`config.mk`:
```
export PLATFORM = sky130hd
export DESIGN_NAME = lmsl_div
export DESIGN_NICKNAME = d
export VERILOG_FILES = /design/src/sv/lmsl_pkg.sv /design/src/sv/lmsl_div.sv
export SDC_FILE = /design/constraint.sdc
export NUM_CORES = 1
export LEC_CHECK = 0
export ABC_AREA = 0
export BUFFER_PORTS_ARGS = -buffer_cell sky130_fd_sc_hd__buf_2
export CAP_MARGIN = 30
export CORE_ASPECT_RATIO = 2
export CORE_MARGIN = 8
export CORE_UTILIZATION = 50
export CTS_BUF_LIST = sky130_fd_sc_hd__clkbuf_8 sky130_fd_sc_hd__clkbuf_16
export CTS_CLUSTER_DIAMETER = 60
export DETAILED_ROUTE_END_ITERATION = 10
export GPL_TIMING_DRIVEN = 0
export PLACE_DENSITY = 0.76
export SYNTH_ARGS = -nofsm -noshare
export SYNTH_HDL_FRONTEND = slang
export SYNTH_SLANG_ARGS = --single-unit
```
`constraint.sdc`:
```
create_clock -name clk_i -period 5.8 [get_ports clk_i]
set_input_delay 1.16 -clock clk_i [delete_from_list [all_inputs] [get_ports clk_i]]
set_output_delay 1.16 -clock clk_i [all_outputs]
set_load 0.01 [all_outputs]
```
`src/sv/lmsl_pkg.sv`:
```
// ----------------------------------------------------------------------------
// lmsl_pkg
// Shared types, widths, request codes and state codes for the lightmap
// compositor.
// ----------------------------------------------------------------------------
`default_nettype none

package lmsl_pkg;

  // sizes
  localparam int MAX_TEXELS = 4096;
  localparam int ADDR_W     = $clog2(MAX_TEXELS);
  localparam int CNT_W      = $clog2(MAX_TEXELS + 1);
  localparam int CFG_W      = 13;
  localparam int IDX_W      = 12;
  localparam int CHAN_W     = 8;
  localparam int LIGHT_W    = 12;
  localparam int SHADOW_W   = 8;
  localparam int PROD_W     = LIGHT_W + SHADOW_W;
  localparam int SUM_W      = ADDR_W + CHAN_W;
  localparam int DIV_CNT_W  = $clog2(SUM_W);

  // constants
  localparam logic [CHAN_W-1:0] FILL_ALPHA = 8'd128;
  localparam logic [CHAN_W-1:0] CHAN_MAX   = 8'd255;
  localparam int                ROUND_HALF = 128;

  // request codes
  localparam logic [2:0] REQ_FILL  = 3'd0;
  localparam logic [2:0] REQ_WRITE = 3'd1;
  localparam logic [2:0] REQ_COPY  = 3'd2;
  localparam logic [2:0] REQ_ADD   = 3'd3;
  localparam logic [2:0] REQ_READ  = 3'd4;
  localparam logic [2:0] REQ_MEAN  = 3'd5;

  // controller state codes
  localparam logic [2:0] ST_IDLE = 3'd0;
  localparam logic [2:0] ST_EXEC = 3'd1;
  localparam logic [2:0] ST_FILL = 3'd2;
  localparam logic [2:0] ST_WALK = 3'd3;
  localparam logic [2:0] ST_DIVS = 3'd4;
  localparam logic [2:0] ST_DIVW = 3'd5;
  localparam logic [2:0] ST_HOLD = 3'd6;

  typedef logic [CHAN_W-1:0] chan_t;
  typedef logic [SUM_W-1:0]  sum_t;

  typedef struct packed {
    chan_t red;
    chan_t green;
    chan_t blue;
    chan_t alpha;
  } texel_t;

  typedef struct packed {
    texel_t texel;
    logic   bad;
  } result_t;

endpackage

`default_nettype wire

```
`src/sv/lmsl_div.sv`:
```
// ----------------------------------------------------------------------------
// lmsl_div
// Restoring divider, one quotient bit per cycle, three channel lanes that
// share one divisor and one step counter.
// ----------------------------------------------------------------------------
`default_nettype none

module lmsl_div (
  input  wire logic                          clk_i,
  input  wire logic                          rst_ni,
  input  wire logic                          start_i,
  input  wire lmsl_pkg::sum_t [2:0]          dividend_i,
  input  wire logic [lmsl_pkg::CNT_W-1:0]    divisor_i,
  output      logic                          done_o,
  output      lmsl_pkg::chan_t [2:0]         quotient_o
);

  import lmsl_pkg::*;

  logic                 busy_q, busy_d;
  logic                 done_q, done_d;
  logic [DIV_CNT_W-1:0] step_q, step_d;
  logic [CNT_W-1:0]     divisor_q;
  logic [CNT_W-1:0]     rem_q [3];
  logic [CNT_W-1:0]     rem_d [3];
  sum_t                 quo_q [3];
  sum_t                 quo_d [3];
  logic [CNT_W:0]       rem_sh [3];

  // step control
  always_comb begin
    busy_d = busy_q;
    done_d = 1'b0;
    step_d = step_q;
    if (start_i) begin
      busy_d = 1'b1;
      step_d = '0;
    end else if (busy_q) begin
      step_d = step_q + DIV_CNT_W'(1);
      if (step_q == DIV_CNT_W'(SUM_W - 1)) begin
        busy_d = 1'b0;
        done_d = 1'b1;
      end
    end
  end

  // one shift and conditional subtract per lane
  always_comb begin
    for (int l = 0; l < 3; l++) begin
      rem_sh[l] = {rem_q[l], quo_q[l][SUM_W-1]};
      rem_d[l]  = rem_q[l];
      quo_d[l]  = quo_q[l];
      if (start_i) begin
        rem_d[l] = '0;
        quo_d[l] = dividend_i[l];
      end else if (busy_q) begin
        if (rem_sh[l] >= {1'b0, divisor_q}) begin
          rem_d[l] = CNT_W'(rem_sh[l] - {1'b0, divisor_q});
          quo_d[l] = {quo_q[l][SUM_W-2:0], 1'b1};
        end else begin
          rem_d[l] = CNT_W'(rem_sh[l]);
          quo_d[l] = {quo_q[l][SUM_W-2:0], 1'b0};
        end
      end
    end
  end

  // control registers
  always_ff @(posedge clk_i or negedge rst_ni) begin
    if (!rst_ni) begin
      busy_q <= 1'b0;
      done_q <= 1'b0;
      step_q <= '0;
    end else begin
      busy_q <= busy_d;
      done_q <= done_d;
      step_q <= step_d;
    end
  end

  // datapath registers
  always_ff @(posedge clk_i) begin
    if (start_i) begin
      divisor_q <= divisor_i;
    end
    for (int l = 0; l < 3; l++) begin
      rem_q[l] <= rem_d[l];
      quo_q[l] <= quo_d[l];
    end
  end

  assign done_o = done_q;

  // quotients never exceed one channel
  always_comb begin
    for (int l = 0; l < 3; l++) begin
      quotient_o[l] = quo_q[l][CHAN_W-1:0];
    end
  end

endmodule

`default_nettype wire

```
==> results.md, run 1 <==
* Post-detail-place hpwl at about 12,000 um
* Cell accounting for the most synthesized area: sky130_fd_sc_hd__edfxtp_1
* PortBufs at 100
* Worst hold path endpoint: rem_q[0][12]
* Clock transition at the registers of the reported paths at 0.06 ns
* Total routing usage reported by global routing at 19.0%
* Clock Sinks at 119
* Simple logic cell fraction of the synthesized area at 10.6%
* Main combinational cell family by area after synthesis: compound AO/OA/AOI/OAI gates
* Area of the die at ~18,000 um2
* Clock period minus worst slack at about 3 ns
* Run status: complete, no violations
* Post-route design area at 8330 um2
* Mapped Avg Cell Area at 10.8 um2
* Max Root-Sink Buffers at 2
* Post-synth design cell area at 6970 um2
* Actual transition at the worst max-transition pin at about 0.8 ns
* Die X at 99.5 um
* Fraction of synthesized area in multiplexers at 11.8%
* Starting Density at roughly half
* EDFF count, synth at 73
* Max-Slew Margin vs Limit at 46.4%
* Synthesized net count at approximately 770
* Count of pins on the block boundary at 101
* Setup repair bufs after CTS at 0
* Gpl congestion at 0.920
* Max-cap violations at 0
* Post-synth top flop: sky130_fd_sc_hd__edfxtp_1
* Antenna violations before repair at 0
* Total power divided by cell area at 405 nW/um2
* Leakage power total at between 0.003 and 0.004 uW
* Class of the tightest hold or removal check: reg -> reg
* Required time reported for the critical path endpoint at 6.06 ns
* Area fraction of the dominant cell type after synthesis at about a third
* Final instance count without filler cells at between 900 and 1,000
* Core footprint at about 14,000 um2
* Area Growth Syn to Fin at 19.5%
* Count of antenna diodes in the layout at 0
* Cell count after placement at roughly 900
* Multi-input gate area in the final layout at 3410 um2
* Final hold violations at 0
* Count of cells along the worst register-to-register path at 10
* Chip Height at ~180 um
* Via-per-instance ratio at 5.86
* FMAX at 0.332 GHz
* Number of distinct library cells after synthesis at 73
* FF-to-FF setup slack at slightly below 3 ns
* Setup violators final at 0
* Overflow after GRT at 0
* First-pass GRT wire length at 27,300 um
* Max-slew violation count at 0
* Sequential cell area in the final layout at about 3100 um2
* H-tree level count at 4
* Hold_sp: rem_q[0][12]
* Hold path depth at 2
* Worst R2R Start: divisor_q[0]
* Largest clock skew in the final design at 0.00821 ns
* Biggest fanout along the worst timing path at 16
* Clock latency reported for the late side of the worst-skew pair at 0.41 ns
* Fraction of final layout cells sized beyond drive strength 1 at 30.9%
* RR Endpoint: rem_q[0][18]
* Area after detailed placement at 7690 um2
* Flops & latches, synth at ~120
* Portion of the clock cycle consumed by the worst path in the final layout at 51.9%
* Sequential-to-total area share from yosys stat at 45.2%
* Iteration-0 DRC count of the detailed router at 343
* Area fraction in compound gates after synthesis at between 10% and 20%
* Wire length per cell after detailed routing at 18.5 um
* Post-Synthesis Cells at 646
* Kind of end point of the critical path: register
* Number of nets in the layout at just under 900
* Routed Antenna Nets at 0
* Post-route DRC at 0
* Detailed-router iteration count before antenna repair at 6
* Arithmetic-cell share of the synthesized area counting full adders, half adders and majority gates at 8.04%
* FILL cells at 1,146
* Setup TNS at 0 ns
* Share of flip-flops with an asynchronous set or reset at 5.88%
* Number of rows created at floorplan at ~60
* Worst Setup Start Kind: input pin
* CTS tree: done
* Count of warnings emitted by yosys at 0
* Via Count at 5,483
* WL final at around 17,000 um
* Data arrival time of the worst path at between 3 and 4 ns
* Share of the synthesized netlist area taken by xor and xnor gates at 3.77%
* Most numerous cell in the Yosys netlist: sky130_fd_sc_hd__edfxtp_1
* Post-CTS Resized at 0
* Worst VDD drop at 0.249 mV
* Root buffer selected by CTS: sky130_fd_sc_hd__clkbuf_16
* Leading cell types by total area after synthesis: sky130_fd_sc_hd__edfxtp_1 31%, sky130_fd_sc_hd__dfxtp_1 11%, sky130_fd_sc_hd__mux2_2 9.5%
* CP Class: in -> reg
* Pin count of the biggest net entering global routing at 37
* Top cell types by occurrence after synthesis: 73 x sky130_fd_sc_hd__edfxtp_1, 59 x sky130_fd_sc_hd__mux2_2, 40 x sky130_fd_sc_hd__ha_1
* Hold slack at around 0.47 ns
* Number of buffers added to fix hold violations after cts at 0
* Number of clock buffers inserted by TritonCTS at 17
* Unrepaired setup endpoints after global routing: false
* Via count of the first global-routing pass at about 5,700
-- report_power, final --
group / leakage, uW / switching [uW] / internal [uW]
clock: 0.000312 / 417 / 731
sequential: 0.00117 / 86.6 / 1040
combinational: 0.00207 / 578 / 520
-- cell families after synthesis --
kind of cell	Yosys count
adders and majority gates	43
xor gates and xnor gates	30
muxes	75
DFF	119
AOI/OAI and AO/OA	145
and+or+nand+nor	153
buffers and inverters	81
-- registers in the layout (all words and copies together) (netlist names) --
| register | cells |
|---|---|
| step_q | 5 |
| rem_q | 39 |
| quo_q | 60 |
| busy_q | 1 |
| divisor_q | 13 |
| done_o | 1 |
-- worst max path at each step --
stage / start / endpoint / slack [ns] / cells past startpoint
5_1_grt: start_i / rem_q[0][23] / 2.62 / 5
3_5_place_dp: start_i / rem_q[0][23] / 2.31 / 5
2_1_floorplan: start_i / quo_q[0][0] / 2.80 / 3
6_report: start_i / rem_q[0][23] / 2.79 / 5
4_1_cts: start_i / rem_q[0][23] / 2.73 / 5
3_3_place_gp: start_i / quo_q[0][44] / 1.57 / 4
-- per-layer routing --
metal	global-route usage, %	vias up	part of all wire (%)
li1	-	2625	-
met1	22.7	2601	42
met2	31.4	213	48
met3	4.63	44	6.6
met4	8.30	0	2.9
met5	0	-	0
-- layout by cell type (no fill, tap or decap), drive strengths merged, types with 6 or more instances in the layout --
| cell | n |
|---|---|
| mux2i | 15 |
| nor2 | 39 |
| clkinv | 6 |
| xnor2 | 21 |
| nor3 | 9 |
| clkbuf | 35 |
| edfxtp | 73 |
| o21a | 9 |
| nor2b | 8 |
| a31o | 6 |
| ha | 40 |
| nand4 | 9 |
| mux2 | 60 |
| inv | 35 |
| a21oi | 34 |
| buf | 133 |
| nand2b | 6 |
| xor2 | 9 |
| a211oi | 18 |
| nand2 | 38 |
| dfxtp | 39 |
| nand3 | 23 |
| o21ai | 29 |
| dfrtp | 7 |
-- metrics by stage --
stage / power, uW / utilization (%) / setup WS [ns]
3_3_place_gp: 2190 / 55.8 / 1.57
2_1_floorplan: 1970 / - / 2.80
3_5_place_dp: 2220 / 56.0 / 2.31
5_1_grt: 3550 / 60.6 / 2.62
4_1_cts: 3380 / 60.6 / 2.73
6_report: 3380 / 60.6 / 2.79
-- area by class of cell --
type / instances / area share (%)
repair buffers: 101 / 6.25
well taps: 157 / 2.36
flip-flops and latches: 119 / 37.8
multi-input cells: 446 / 40.9
inverters: 31 / 1.40
clock inverters: 15 / 2.60
clock buffers: 17 / 5.11
plain buffers: 50 / 3.59
-- critical path: stages --
cell and delay [ns]:
sky130_fd_sc_hd__buf_2 0.34, sky130_fd_sc_hd__clkbuf_1 0.47, sky130_fd_sc_hd__clkbuf_1 0.55, sky130_fd_sc_hd__clkbuf_1 0.59
sky130_fd_sc_hd__o32ai_1 0.16
Power figures use the tool's default switching activity.
==> run 2: changes to the inputs <==
--- a/config.mk
+++ b/config.mk
@@ -15,7 +15,7 @@
 export CTS_CLUSTER_DIAMETER = 60
 export DETAILED_ROUTE_END_ITERATION = 10
 export GPL_TIMING_DRIVEN = 0
-export PLACE_DENSITY = 0.76
+export PLACE_DENSITY = 0.79
 export SYNTH_ARGS = -nofsm -noshare
 export SYNTH_HDL_FRONTEND = slang
 export SYNTH_SLANG_ARGS = --single-unit
==> constraint.sdc (replaced) <==
create_clock -name clk_i -period 2.4 [get_ports clk_i]
set_input_delay 0.48 -clock clk_i [delete_from_list [all_inputs] [get_ports clk_i]]
set_output_delay 0.48 -clock clk_i [all_outputs]
set_load 0.01 [all_outputs]
==> run 2 against run 1 <==
  * The run now ends with setup timing left
  * Combinational power grew to 3.1 times the previous value
  * Die area is the same
  * Global-route usage grew 0.84 points
  * Clock skew grew 0.0018 ns
  * First-iteration DRC count grew 18%
  * Cell area grew 6.2%
  * Sequential share of layout area shrank 2.2 points
  * Sequential power grew 150%
==> results.md, run 2 (synthesized netlist as in run 1, its figures left out) <==
* Length of routed met3 wiring at 1290 um
* Detailed-router iteration count before antenna repair at 6
* Post-route DRC at 0
* Starting Density at 50.7%
* Chip Height at 183 um
* Number of nets in the layout at 911
* Cell with the largest stage delay on the worst path: sky130_fd_sc_hd__edfxtp_1
* Post-layout util at ~64%
* Kind of end point of the critical path: register
* Setup TNS at -4.64 ns
* Cell count after placement at between 900 and 1,000
* Final hold violations at 0
* Clock transition at the registers of the reported paths at roughly 0.060 ns
* Via count of the first global-routing pass at 5,745
* Max-slew violation count at 0
* Post-detail-place hpwl at ~12,000 um
* Max Root-Sink Buffers at 2
* Required time reported for the critical path endpoint at 2.67 ns
* Actual transition at the worst max-transition pin at around 0.77 ns
* Wire length per cell after detailed routing at a little under 20 um
* Total power divided by cell area at 979 nW/um2
* Count of pins on the block boundary at just over 100
* CTS tree: done
* Largest clock skew in the final design at 0.0100 ns
* Leakage power total at 0.00376 uW
* Final instance count without filler cells at 961
* Routed Antenna Nets at 0
* Gpl congestion at 0.921
* H-tree level count at 4
* Number of flip-flops under the largest register name at 60
* Root buffer selected by CTS: sky130_fd_sc_hd__clkbuf_16
* Total routing usage reported by global routing at 19.8%
* Via-per-instance ratio at 5.94
* Antenna violations before repair at 0
* First-pass GRT wire length at 28,600 um
* Clock period minus worst slack at 2.62 ns
* Via Count at 5,704
* Total power at approximately 8700 uW
* Top cell family by delay on the critical path: adder cells
* Post-route met1 wirelength at ~7400 um
* Count of antenna diodes in the layout at 0
* Area of the die at about 18,000 um2
* Highest metal layer with signal wires: met4
* Max-Slew Margin vs Limit at approximately half
* Run status: complete, but fails checks
* Min setup slack post-route at -0.223 ns
* Largest register by flop count: quo_q
* Violations in the final reports: setup timing
* CP Class: reg -> reg
* Number of rows created at floorplan at slightly above 60
* Overflow after GRT at 0
* Fraction of final layout cells sized beyond drive strength 1 at approximately 40%
* Clock Sinks at 119
* Core footprint at 13,700 um2
* Worst path buffer plus inverter count at 1
* Ordered list of cells on the worst path: buf_6, ha_4, fa_2, nor2b_4, o22a_1, nand2_2, a31oi_4, nand2b_4, mux2i_4, a211oi_2
* Class of the tightest hold or removal check: in -> reg
* Worst Setup Start Kind: register
* PortBufs at 100
* Iteration-0 DRC count of the detailed router at 405
* Biggest fanout along the worst timing path at 7
* Data arrival time of the worst path at 2.89 ns
* Highest-count cells in the layout ignoring fill and taps: 100 x sky130_fd_sc_hd__buf_2, 73 x sky130_fd_sc_hd__edfxtp_1, 59 x sky130_fd_sc_hd__mux2_2
* Portion of the clock cycle consumed by the worst path in the final layout at 109%
* Pin count of the biggest net entering global routing at 42
* Unrepaired setup endpoints after global routing: true
* FF-to-FF setup slack at -0.22 ns
* Number of clock buffers inserted by TritonCTS at 17
* Biggest regs: quo_q x60, rem_q x39, divisor_q x13
* CP peak stage delay at approximately 0.47 ns
* FMAX at 0.381 GHz
* Wire length on met2 at roughly 9200 um
* Worst VDD drop at 0.673 mV
* Clock latency reported for the late side of the worst-skew pair at 0.41 ns
* Max-cap violations at 0
* Die X at 99.5 um
* Leading cell type in the layout, fill and taps excluded: sky130_fd_sc_hd__buf_2
* Setup violators final at 40
* Area Growth Syn to Fin at 26.9%
* WL final at ~19,000 um
## run 2: cell type report
| class | instances | area (um2) |
|---|---|---|
| clock inverters | 14 | 150 |
| flip-flops and latches | 119 | 3150 |
| plain buffers | 49 | 317 |
| fillers | 1051 | 4890 |
| clock buffers | 17 | 425 |
| multi-input cells | 446 | 3740 |
| repair buffers | 128 | 748 |
| well taps | 157 | 196 |
| inverters | 31 | 116 |
## run 2: path summary, 6_finish.rpt
kind,startpoint,endpoint,cells after the start
min in group asynchronous,rst_ni,step_q[0],2
setup reg to reg,divisor_q[0],rem_q[0][18],10
hold / removal,divisor_i[3],divisor_q[3],1
max in group asynchronous,rst_ni,step_q[2],2
setup / recovery,divisor_q[0],rem_q[0][18],10
hold reg to reg,rem_q[0][7],rem_q[0][7],2
## run 2: what timing repair did
item | in CTS | in global routing
setup buffers | 15 | 10
pin swaps | 9 | 32
hold buffers | 1 | 0
endpoints found under the setup margin | 42 | 47
hold endpoints to repair | 7 | 0
resized for setup | 27 | 67
gates cloned | 1 | 2
## run 2: metrics by stage
stage	hold slack (ns)	setup slack, ns	cell area [um2]
4_1_cts	0.228	-0.183	8490
5_1_grt	0.230	-0.305	8850
3_3_place_gp	0.318	-1.17	7670
2_1_floorplan	0.184	0.0642	6970
6_report	0.242	-0.223	8850
3_5_place_dp	0.323	-0.383	7690
## run 2: metal layers
metal | track usage (%) | vias to the layer above
met4 | 9.33 | 0
met2 | 31.8 | 270
met3 | 4.44 | 56
met5 | 0 | -
li1 | - | 2682
met1 | 24.5 | 2696
## run 2: worst reg2reg max path, cell delays in order (launching register included)
cell                       delay [ns]
sky130_fd_sc_hd__edfxtp_1        0.47
sky130_fd_sc_hd__buf_6           0.17
sky130_fd_sc_hd__ha_4            0.17
sky130_fd_sc_hd__fa_2            0.42
sky130_fd_sc_hd__nor2b_4         0.13
sky130_fd_sc_hd__o22a_1          0.20
sky130_fd_sc_hd__nand2_2         0.10
sky130_fd_sc_hd__a31oi_4         0.23
sky130_fd_sc_hd__nand2b_4        0.26
sky130_fd_sc_hd__mux2i_4         0.26
sky130_fd_sc_hd__a211oi_2        0.08
## run 2: power by group
part / leakage (uW) / internal [uW] / total (uW) / switching [uW]
Combinational: 0.00231 / 1670 / 3400 / 1730
Sequential: 0.00117 / 2520 / 2770 / 244
Clock: 0.000281 / 1530 / 2490 / 966
==> run 3: changes to the inputs <==
--- a/config.mk
+++ b/config.mk
@@ -6,7 +6,6 @@
 export NUM_CORES = 1
 export LEC_CHECK = 0
 export ABC_AREA = 0
-export BUFFER_PORTS_ARGS = -buffer_cell sky130_fd_sc_hd__buf_2
 export CAP_MARGIN = 30
 export CORE_ASPECT_RATIO = 2
 export CORE_MARGIN = 8
@@ -14,8 +13,9 @@
 export CTS_BUF_LIST = sky130_fd_sc_hd__clkbuf_8 sky130_fd_sc_hd__clkbuf_16
 export CTS_CLUSTER_DIAMETER = 60
 export DETAILED_ROUTE_END_ITERATION = 10
+export DONT_BUFFER_PORTS = 1
 export GPL_TIMING_DRIVEN = 0
-export PLACE_DENSITY = 0.79
+export PLACE_DENSITY = 0.73
 export SYNTH_ARGS = -nofsm -noshare
 export SYNTH_HDL_FRONTEND = slang
 export SYNTH_SLANG_ARGS = --single-unit
==> run 3 against run 2 <==
  * The run still ends with setup timing left
  * Setup slack worse by 0.082 ns
  * Wire length is 1.2% lower
  * Sequential share of layout area is 1.3 points higher
  * Clock skew is 0.0029 ns lower
  * Global-route usage is 0.53 points lower
  * Clock power is 6% higher
  * Count of clock-buffer cells in the layout stayed put
  * Combinational power is 2% lower
  * Core utilization is 2.3 points lower
  * Non-clock buffer count is 86 lower
  * Cell area is 3.6% lower
==> results.md, run 3 (synthesized netlist as in run 1, its figures left out) <==
* Run status: complete, but fails checks
* Violations in the final reports: setup timing
* FF-to-FF setup slack at -0.30 ns
* Setup violators final at 40
* Area of the die at between 15,000 and 20,000 um2
* Hold_sp: divisor_i[9]
* Cell type with the highest occurrence count on the critical path: sky130_fd_sc_hd__buf_4
* Leading cell type in the layout, fill and taps excluded: sky130_fd_sc_hd__edfxtp_1
* Class of the tightest hold or removal check: in -> reg
* Worst VDD drop at ~0.66 mV
* Ordered list of cells on the worst path: buf_6, ha_2, fa_2, nor2b_2, buf_4, buf_4, buf_4, buf_4, buf_4, buf_4, buf_4, o21ai_0, a211oi_1, a21oi_1, o21ai_1
* Via-per-instance ratio at approximately 6.2
* Biggest regs: quo_q x60, rem_q x39, divisor_q x13
* Die X at 99.5 um
* Number of flip-flops under the largest register name at 60
* Combinational share of power at 38.1%
* Detailed-router iteration count before antenna repair at 5
* Gpl congestion at 0.898
* Max-Slew Margin vs Limit at ~46%
* Number of clock buffers inserted by TritonCTS at 17
* Count of antenna diodes in the layout at 0
* Clock latency reported for the late side of the worst-skew pair at 0.41 ns
* Starting Density at 50.7%
* First-pass GRT wire length at 27,400 um
* Unrepaired setup endpoints after global routing: true
* Final instance count without filler cells at slightly below 900
* Total power divided by cell area at 1020 nW/um2
* Worst path buffer plus inverter count at 8
* Clock transition at the registers of the reported paths at 0.06 ns
* Pin count of the biggest net entering global routing at 41
* Final hold violations at 0
* RR Endpoint: rem_q[0][30]
* Cell with the largest stage delay on the worst path: sky130_fd_sc_hd__edfxtp_1
* Kind of end point of the critical path: register
* Wire length per cell after detailed routing at 21.0 um
* PortBufs at 0
* CTS tree: done
* Total power at 8740 uW
* Worst Setup Start Kind: register
* Design internal power at 5930 uW
* FMAX at 0.370 GHz
* Post-layout util at 62.1%
* Hold slack at about 0.16 ns
* Root buffer selected by CTS: sky130_fd_sc_hd__clkbuf_16
* Number of nets in the layout at between 800 and 900
* Largest register by flop count: quo_q
* Cell count after placement at between 800 and 900
* Worst hold path endpoint: divisor_q[9]
* Area after detailed placement at 7190 um2
* Psw at about 2800 uW
* FILL cells at 1,080
* Fraction of final layout cells sized beyond drive strength 1 at between 30% and 40%
* Count of cells along the worst register-to-register path at 15
* Share of power burned in registers at 31.6%
* Clock period minus worst slack at 2.70 ns
* Overflow after GRT at 0
* Total routing usage reported by global routing at 19.3%
* CP Class: reg -> reg
* Max Root-Sink Buffers at 2
* Hold path depth at 0
* Top cell family by delay on the critical path: buffers and inverters
* Number of rows created at floorplan at 61
* Actual transition at the worst max-transition pin at around 0.81 ns
* Switching fraction of total power at 32.1%
* Clock Sinks at 119
* Clock network fraction of design power at 30.4%
* Largest clock skew in the final design at 0.00711 ns
* Min setup slack post-route at -0.305 ns
* Required time reported for the critical path endpoint at 2.73 ns
* H-tree level count at 4
* Post-route DRC at 0
* Via Count at 5,398
* Post-detail-place hpwl at 12,200 um
* WL final at 18,400 um
* Data arrival time of the worst path at 3.04 ns
* Biggest fanout along the worst timing path at 2
* Via count of the first global-routing pass at 5,347
* Worst R2R Start: divisor_q[0]
* Iteration-0 DRC count of the detailed router at 338
* Portion of the clock cycle consumed by the worst path in the final layout at 113%
* Max-cap violations at 0
* Max-slew violation count at 0
* Core footprint at 13,700 um2
* Area Growth Syn to Fin at 22.4%
* Chip Height at 183 um
* CP peak stage delay at 0.45 ns
* Count of pins on the block boundary at 101
* Post-route design area at about 8500 um2
* Routed Antenna Nets at 0
* Antenna violations before repair at 0
* Highest-count cells in the layout ignoring fill and taps: 73 x sky130_fd_sc_hd__edfxtp_1, 58 x sky130_fd_sc_hd__mux2_2, 51 x sky130_fd_sc_hd__buf_4
* Leakage power total at 0.00345 uW
==> run 3: power groups by stage <==
stage	Sequential [uW]	Combinational, uW	Clock [uW]
final	2760	3330	2650
after global routing	2790	3580	2770
after CTS	2740	2950	2690
after detailed placement	2770	2500	0
after global placement	2760	2450	0
after floorplan	2700	2060	0
==> run 3: worst max path at each step <==
stage	slack [ns]	startpoint	cells after the start	end
global placement	-0.70	start_i	3	quo_q[0][27]
floorplan	0.06	divisor_q[0]	9	rem_q[0][37]
global route	-0.34	divisor_q[0]	15	rem_q[0][30]
finish	-0.30	divisor_q[0]	15	rem_q[0][30]
CTS	-0.27	divisor_q[0]	12	rem_q[0][7]
detailed placement	-0.41	divisor_q[0]	10	rem_q[0][18]
==> run 3: final cells by class <==
cell class	count	area [um2]	share of cell area [%]
inverters	31	116	1.36
clock buffers	17	425	4.99
repair buffers	42	415	4.87
multi-input cells	446	3720	43.6
plain buffers	49	328	3.84
flip-flops and latches	119	3150	36.9
clock inverters	14	184	2.16
well taps	157	196	2.30
==> run 3: layer usage <==
metal | wire, um | up-vias | GRT usage (%)
met5 | 0 | - | 0
li1 | - | 2500 | -
met3 | 1350 | 51 | 5.55
met2 | 9160 | 223 | 32.7
met1 | 7210 | 2624 | 22.4
met4 | 658 | 0 | 6.96
==> run 3: what timing repair did <==
| action | CTS | global route |
|---|---|---|
| hold endpoints to repair | 7 | 0 |
| pin swaps | 19 | 33 |
| gates cloned | 0 | 3 |
| buffers inserted | 26 | 11 |
| gates resized for setup | 47 | 53 |
| hold buffers | 1 | 0 |
| setup endpoints to repair | 42 | 42 |
==> run 3: stage by stage <==
stage / setup WS (ns) / setup TNS, ns
floorplan: 0.0642 / 0
global placement: -0.700 / -50.86
detailed placement: -0.414 / -9.83
CTS: -0.271 / -4.80
global route: -0.338 / -8.46
finish: -0.305 / -5.25
